==> src/hdl/angle_deficit_gaussian_curvature_macros.svh <==
// assertion macros used by the curvature back end module
// expects i_clk and i_rst_n in the scope of the module that uses them
`ifndef ANGLE_DEFICIT_GAUSSIAN_CURVATURE_MACROS_SVH
`define ANGLE_DEFICIT_GAUSSIAN_CURVATURE_MACROS_SVH

// condition implies consequence in the same cycle
`define ADG_ASSERT_IMPLIES(lbl, ante, cons, msg) \
    lbl: assert property (@(posedge i_clk) disable iff (!i_rst_n) (ante) |-> (cons)) \
        else $error(msg);

// condition implies consequence in the next cycle
`define ADG_ASSERT_NEXT(lbl, ante, cons, msg) \
    lbl: assert property (@(posedge i_clk) disable iff (!i_rst_n) (ante) |=> (cons)) \
        else $error(msg);

`endif

==> src/hdl/adg_pkg.sv <==
// types, constants and the arctangent table of the angle-deficit curvature block
// no dependencies
package adg_pkg;

    localparam int QUEUE_DEPTH = 2;

    // angles in Q2.30 radians
    localparam logic [31:0] PI_Q30      = 32'd3373259426;
    localparam logic [32:0] HALF_PI_Q30 = 33'd1686629713;
    // 2*pi rounded half up to Q3.16
    localparam logic [18:0] TWO_PI_Q16  = 19'd411775;
    localparam logic [16:0] COS_ONE     = 17'h10000;

    typedef enum logic {
        REG_MIN_EDGE = 1'b0,
        REG_MIN_AREA = 1'b1
    } t_reg_idx;

    typedef struct packed {
        logic signed [31:0] center_x;
        logic signed [31:0] center_y;
        logic signed [31:0] center_z;
        logic signed [31:0] first_x;
        logic signed [31:0] first_y;
        logic signed [31:0] first_z;
        logic signed [31:0] second_x;
        logic signed [31:0] second_y;
        logic signed [31:0] second_z;
        logic               last_triangle;
        logic               vertex_isolated;
    } t_item;

    typedef struct packed {
        logic signed [31:0] curvature;
        logic               saturated;
        logic               forced_zero;
    } t_result;

    // edge vectors of one triangle, as queued between front and back
    typedef struct packed {
        logic signed [32:0] e1_x;
        logic signed [32:0] e1_y;
        logic signed [32:0] e1_z;
        logic signed [32:0] e2_x;
        logic signed [32:0] e2_y;
        logic signed [32:0] e2_z;
        logic               last;
        logic               isolated;
    } t_tri;

    typedef struct packed {
        logic [15:0] min_edge_length;
        logic [15:0] min_area;
    } t_cfg;

    function automatic logic [29:0] atan_q30(input logic [4:0] idx);
        logic [29:0] v;
        case (idx)
            5'd0:  v = 30'h3243F6A8;
            5'd1:  v = 30'h1DAC6705;
            5'd2:  v = 30'h0FADBAFC;
            5'd3:  v = 30'h07F56EA6;
            5'd4:  v = 30'h03FEAB76;
            5'd5:  v = 30'h01FFD55B;
            5'd6:  v = 30'h00FFFAAA;
            5'd7:  v = 30'h007FFF55;
            5'd8:  v = 30'h003FFFEA;
            5'd9:  v = 30'h001FFFFD;
            5'd10: v = 30'h000FFFFF;
            5'd11: v = 30'h0007FFFF;
            5'd12: v = 30'h0003FFFF;
            5'd13: v = 30'h0001FFFF;
            5'd14: v = 30'h0000FFFF;
            5'd15: v = 30'h00007FFF;
            5'd16: v = 30'h00003FFF;
            5'd17: v = 30'h00001FFF;
            5'd18: v = 30'h00000FFF;
            5'd19: v = 30'h000007FF;
            5'd20: v = 30'h000003FF;
            5'd21: v = 30'h000001FF;
            5'd22: v = 30'h000000FF;
            5'd23: v = 30'h0000007F;
            5'd24: v = 30'h0000003F;
            5'd25: v = 30'h0000001F;
            5'd26: v = 30'h0000000F;
            5'd27: v = 30'h00000008;
            5'd28: v = 30'h00000004;
            5'd29: v = 30'h00000002;
            default: v = '0;
        endcase
        return v;
    endfunction

endpackage

==> src/hdl/adg_front.sv <==
// front end: accepts items, forms the edge vectors e1 and e2 and queues them
// depends on adg_pkg
module adg_front #(
    parameter int DEPTH = adg_pkg::QUEUE_DEPTH
) (
    input  logic           i_clk,
    input  logic           i_rst_n,
    input  logic           i_push,
    input  adg_pkg::t_item i_item,
    output logic           o_full,
    input  logic           i_pop,
    output logic           o_valid,
    output adg_pkg::t_tri  o_tri
);

    localparam int PTR_W = $clog2(DEPTH);
    localparam int CNT_W = $clog2(DEPTH + 1);

    adg_pkg::t_tri    r_mem [DEPTH];
    logic [PTR_W-1:0] r_wr_ptr;
    logic [PTR_W-1:0] r_rd_ptr;
    logic [CNT_W-1:0] r_count;
    adg_pkg::t_tri    w_tri;
    logic             w_push_ok;
    logic             w_pop_ok;

    function automatic logic signed [32:0] edge_of(input logic signed [31:0] o,
                                                   input logic signed [31:0] c);
        return $signed({o[31], o}) - $signed({c[31], c});
    endfunction

    always_comb begin
        w_tri.e1_x     = edge_of(i_item.first_x,  i_item.center_x);
        w_tri.e1_y     = edge_of(i_item.first_y,  i_item.center_y);
        w_tri.e1_z     = edge_of(i_item.first_z,  i_item.center_z);
        w_tri.e2_x     = edge_of(i_item.second_x, i_item.center_x);
        w_tri.e2_y     = edge_of(i_item.second_y, i_item.center_y);
        w_tri.e2_z     = edge_of(i_item.second_z, i_item.center_z);
        w_tri.last     = i_item.last_triangle;
        w_tri.isolated = i_item.vertex_isolated;
    end

    assign o_full    = (r_count == CNT_W'(DEPTH));
    assign o_valid   = (r_count != '0);
    assign o_tri     = r_mem[r_rd_ptr];
    assign w_push_ok = i_push && !o_full;
    assign w_pop_ok  = i_pop && o_valid;

    always_ff @(posedge i_clk) begin
        if (w_push_ok) begin
            r_mem[r_wr_ptr] <= w_tri;
        end
    end

    always_ff @(posedge i_clk) begin
        if (!i_rst_n) begin
            r_wr_ptr <= '0;
            r_rd_ptr <= '0;
            r_count  <= '0;
        end else begin
            if (w_push_ok) begin
                r_wr_ptr <= (r_wr_ptr == PTR_W'(DEPTH - 1)) ? '0 : r_wr_ptr + 1'b1;
            end
            if (w_pop_ok) begin
                r_rd_ptr <= (r_rd_ptr == PTR_W'(DEPTH - 1)) ? '0 : r_rd_ptr + 1'b1;
            end
            case ({w_push_ok, w_pop_ok})
                2'b10:   r_count <= r_count + 1'b1;
                2'b01:   r_count <= r_count - 1'b1;
                default: r_count <= r_count;
            endcase
        end
    end

endmodule

==> config.mk <==
export PLATFORM = sky130hd
export DESIGN_NAME = adg_front
export DESIGN_NICKNAME = d
export VERILOG_FILES = /design/src/hdl/angle_deficit_gaussian_curvature_macros.svh /design/src/hdl/adg_pkg.sv /design/src/hdl/adg_front.sv
export SDC_FILE = /design/constraint.sdc
export NUM_CORES = 1
export LEC_CHECK = 0
export BUFFER_PORTS_ARGS = -buffer_cell sky130_fd_sc_hd__buf_4
export CORE_UTILIZATION = 55
export DETAILED_ROUTE_END_ITERATION = 7
export PLACE_DENSITY = 0.77
export SKIP_LAST_GASP = 1
export SLEW_MARGIN = 20
export SYNTH_ARGS = -nofsm -noshare
export SYNTH_HDL_FRONTEND = slang
export SYNTH_SLANG_ARGS = --single-unit
==> constraint.sdc <==
create_clock -name i_clk -period 11.72 [get_ports i_clk]
set_input_delay 0 -clock i_clk [delete_from_list [all_inputs] [get_ports i_clk]]
set_output_delay 0 -clock i_clk [all_outputs]
set_load 0.05 [all_outputs]
Word level (Yosys, flattened, before mapping):

Memory sizes are Yosys's and may differ from the RTL's. A register that Yosys moved wholly into a read port is not among the register bits.
Cells that the tools add are included.

* add/sub/neg operators: 10
* multiply operators: 0
* div/mod/pow operators: 0
* order comparisons: 0
* equality and inequality tests: 3
* shift operators: 0
* mux-type cells: 7
* bitwise gates (word level): 0
* reductions and logical operators: 5

Operators with widths (count)
* 32-bit by 32-bit subtractor with 33-bit output: 6
* 1-bit two-way mux: 6
* 2-bit == test (second input constant): 2
* 2-bit case mux with 2 select lines: 1
* 2-bit nonzero test: 2
* 1-bit adder (second input constant): 2
* 2-bit by 1-bit adder with 2-bit output (second input constant): 1
* 2-bit by 1-bit == test with 1-bit output (second input constant): 1
* 1-bit logical AND: 2
* 2-bit by 1-bit subtractor with 2-bit output (second input constant): 1
* 1-bit logical NOT: 1

* register bits after elaboration: 4
* latch bits: 0
* memory bits (writable): 400
* bits in read-only memories: 0
* bits of input ports: 294
* output and inout bits: 202
* memories: 1

Memory list
* r_mem: words 2, bits a word 200, rd ports 1, clocked after memory_dff 1, wr ports 1, line adg_front.sv:19 `adg_pkg::t_tri r_mem [DEPTH];`

Longest topological paths before layout:

* depth in word-level cells: 5
* gate-level depth with buffers: 12

Worst setup path before layout:

No wires, ideal clock.

* path kind: flip-flop to flip-flop
* from: reg r_count[0]
* to: reg r_wr_ptr
* setup time: 0.097 ns
* data arrival time: 9.587 ns
* data required time: 11.623 ns
* slack: 2.036 ns
* cell stages (with the launch flop): 5
* buffers on the path: 0
* cells stage by stage: dfxtp_1 -> nand2b_1 -> nand2_1 -> nor2_1 -> o21a_1

* cells in the longest elaborated chain, start to end: 3

Ends and longest elaborated chain
* from (decl): line adg_front.sv:22 `logic [CNT_W-1:0] r_count;`
* from (signal assigned): line adg_front.sv:68 `2'b10: r_count <= r_count + 1'b1;`
* from (signal assigned): line adg_front.sv:69 `2'b01: r_count <= r_count - 1'b1;`
* from (signal assigned): line adg_front.sv:70 `default: r_count <= r_count;`
* 2-bit == test: line adg_front.sv:43 `assign o_full = (r_count == CNT_W'(DEPTH));`
* 1-bit logical NOT: line adg_front.sv:46 `assign w_push_ok = i_push && !o_full;`
* 1-bit logical AND: line adg_front.sv:46
* to (signal assigned): line adg_front.sv:62 `r_wr_ptr <= (r_wr_ptr == PTR_W'(DEPTH - 1)) ? '0 : r_wr_ptr + 1'b1;`
* to (decl): line adg_front.sv:20 `logic [PTR_W-1:0] r_wr_ptr;`

Every way passes these cells.
A chain may end at the register's enable or synchronous reset.

Worst setup path in the final report:

* from: reg r_count[0]
* to: mem r_mem[0][123] in the netlist's numbering, enable pin

* cells in the longest elaborated chain, start to end: 5

Ends and longest elaborated chain
* 2-bit == test: line adg_front.sv:43
* 1-bit logical NOT: line adg_front.sv:46
* 1-bit logical AND: line adg_front.sv:46
* 1-bit two-way mux: line adg_front.sv:50 `if (w_push_ok) begin`
* 1-bit two-way mux (implied by the code): line adg_front.sv:51 `r_mem[r_wr_ptr] <= w_tri;`
* to (decl): line adg_front.sv:19

Every way passes these cells.

==> flow_summary.yaml <==
worst_setup_path:
  cp_max_fo: 73
  critical_path_class: "flip-flop to flip-flop"
  startpoint: "r_count[0]"
  worstPathArrival_ps: 3880
  cp-endpoint: "r_mem[0][123]"
  crit_chain: "nand2b_1 > nand2_1 > nor2_4 > buf_4 > buf_4"
  crit_family: "buffers and inverters"
  cp_slowest_cell: "buf_4"
  max_stage_delay_ps: 900
  setup.worst_path.start_class: "flip-flop"
  worstPathRequired_ps: 11910
  crit_cells: 5
  crit_top_cell: "buf_4"
  reg2reg_from: "r_count[0]"
  r2r.worst_path.cells: 5
  reg2reg_slack_ps: 8030
  path_buf_inv: 2
  r2r-end: "r_mem[0][123]"
  crit_path_end_kind: "flip-flop"
sta:
  hold_viol: 0
  holdWs_ps: 21.7
  rsz0062_at_grt: "false"
  fin_crit_ps: 3690
  setup_ws_ps: 8030
  tightest_slew_ps: 1020
  fin_skew_ps: 16.8
  max-slew-margin-rel_pct: 32.1
  finalSetupViolations: 0
  timing.fmax_mhz: 271
  finalSetupTns_ps: 0
  post-route-period-util_pct: 31.5
  slew_viol_final: 0
clock_network:
  ctsResizeCount: 0
  root_buffer: "clkbuf_16"
  clk_latency_ps: 580
  cts_buffers: 46
  cts_tree: "done"
  clkSlewWorstSetupHoldPaths_ps: 60
  htreeDepth: 2
  cts_buffer_depth: 3
  clock_sinks: 405
job:
  maxCapViolCount: 0
floorplan:
  num_io_pins: 496
  fp.dieH_um: 214
  start_util_pct: 55.8
  die_w_um: 214
  core_area_um2: 44300
  core.rowCount: 77
  dieArea_um2: 45800
detailed_routing:
  detail-route-antenna-nets: 0
  drc: 0
  wl_per_cell_um: 21.0
  dr.pass1.iters: 6
  drt-total-wl_mm: 70.0
  drtIter0Drc: 1505
  vias_per_cell: 5.77
  num_vias: 19300
global_routing:
  grt_pass1_wl_mm: 108
  grt_overflow_total: 0
  antenna_found_initial: 3
  grt_usage_pct: 30.1
  grt_pass1_vias: 19600
  grt_max_degree: 74
pwr:
  p_leak_nw: 13.5
  total_power_mw: 6.43
  power-per-cell-area_nw_per_um2: 203
  ir_drop_mv: 0.170
outcome:
  status: "finished clean"
finish:
  final-seq-area_um2: 12100
  final_cells: 3339
  layout_commonest_cell: "buf_4"
  final_util_pct: 71.4
  multiInputGateArea_um2: 11900
  final_area_um2: 31600
  drive_gt1_share_pct: 29.3
  final_cell_mix: "buf_4 (502), edfxtp_1 (400), mux2_2 (203), ha_1 (193), inv_1 (159)"
  syn_to_final_growth_pct: 28.0
  fill_cells: 3166
  final_nets: 3200
yosys:
  synth_seq_cells: 405
  synth_edf_count: 400
  avgSynthCellArea_um2: 11.8
  netlist_area_um2: 24700
  syn-num-nets: 2591
  async_flop_share_pct: 0
  synth-main-ff-cell: "edfxtp_1"
  synth-seq-area-share_pct: 49.0
  synth_warnings: 0
  ys_types: 80
  synthCells: 2098
place:
  dp_hpwl_mm: 52.0
  place.gp.congestion: 0.964
  placed_cell_area_um2: 29100
  dp_slack_ps: 8060
  dp.cells: 3148
  port_buffers: 495
hold_path:
  hold_path_class: "input pin to flip-flop"
worst min-delay path by stage:
stage	from	to	slack [ps]	cells after the start
after floorplan	i_item[0]	r_mem[0][0]	100	0
after global placement	i_item[1]	r_mem[1][1]	190	1
after detailed placement	i_item[0]	r_mem[0][0]	190	1
after CTS	i_item[91]	r_mem[0][93]	2	3
after global routing	i_item[74]	r_mem[1][76]	10	3
final	i_item[99]	r_mem[0][102]	20	4
synthesized netlist by cell type (all sizes together), types with 13 or more instances:
cell    number  share of area (%)
nor3        28               0.57
ha         193                9.8
and2        13               0.33
clkbuf      41               0.62
a31oi       23               0.64
nand4       15               0.38
xnor2      117                4.1
a21oi      153                3.1
nor2b       31               0.78
o21bai      19               0.58
a21o       103                3.1
nand3       31               0.63
xor2        51                1.8
nand2b      26               0.66
nor2        93                1.4
nand2       91                1.4
and3        24               0.61
mux2       203                9.2
o21a        28               0.85
inv        159                2.4
o21ai       76                1.5
edfxtp     400                 49
registers in the layout (all words and copies together), names as in the netlist, named ones only:
name / cells
r_rd_ptr: 1
r_count: 2
r_mem: 400
r_wr_ptr: 1
logic make-up (layout without fill, tap and decap cells):
family	after synthesis	after routing	synth area share, %
simple gates	389	389	7.81
flops	405	405	49.0
other cells	0	3	0
buf+inv	203	849	3.09
mux	208	208	9.45
xor+xnor	168	168	5.95
fa+ha+maj	199	199	10.3
compound gates	526	526	14.5
per-layer routing:
layer	track usage (%)	vias up	wire, um
li1	-	9099	-
met1	36.8	9273	27800
met2	51.8	758	34300
met3	7.02	128	5530
met4	10.7	2	2390
met5	0	-	11
area by class of cell:
cell class	instances	area share, %
sequential	405	38.3
clock inverter	23	0.771
timing repair buffer	605	15.2
antenna	3	0.0237
tap	592	2.34
clock buffer	62	3.99
inverter	159	1.89
multi-input combinational	1490	37.5
power breakdown:
| group | total (mW) | switching (mW) | leakage (nW) | internal (mW) |
|---|---|---|---|---|
| clock network | 1.45 | 0.586 | 0.737 | 0.866 |
| logic | 2.94 | 1.94 | 8.94 | 0.998 |
| registers | 2.05 | 0.0891 | 3.78 | 1.96 |
worst register-to-register path: stages (launching register included):
cell and delay (ps):
dfxtp_1 390, nand2b_1 190, nand2_1 140, nor2_4 650
buf_4 870, buf_4 980
repair_timing:
| item | CTS | global route |
|---|---|---|
| hold buffers | 102 | 0 |
| buffers inserted | 0 | 0 |
| hold endpoints to repair | 202 | 0 |
Note: power is estimated with default switching activity, not from simulation.
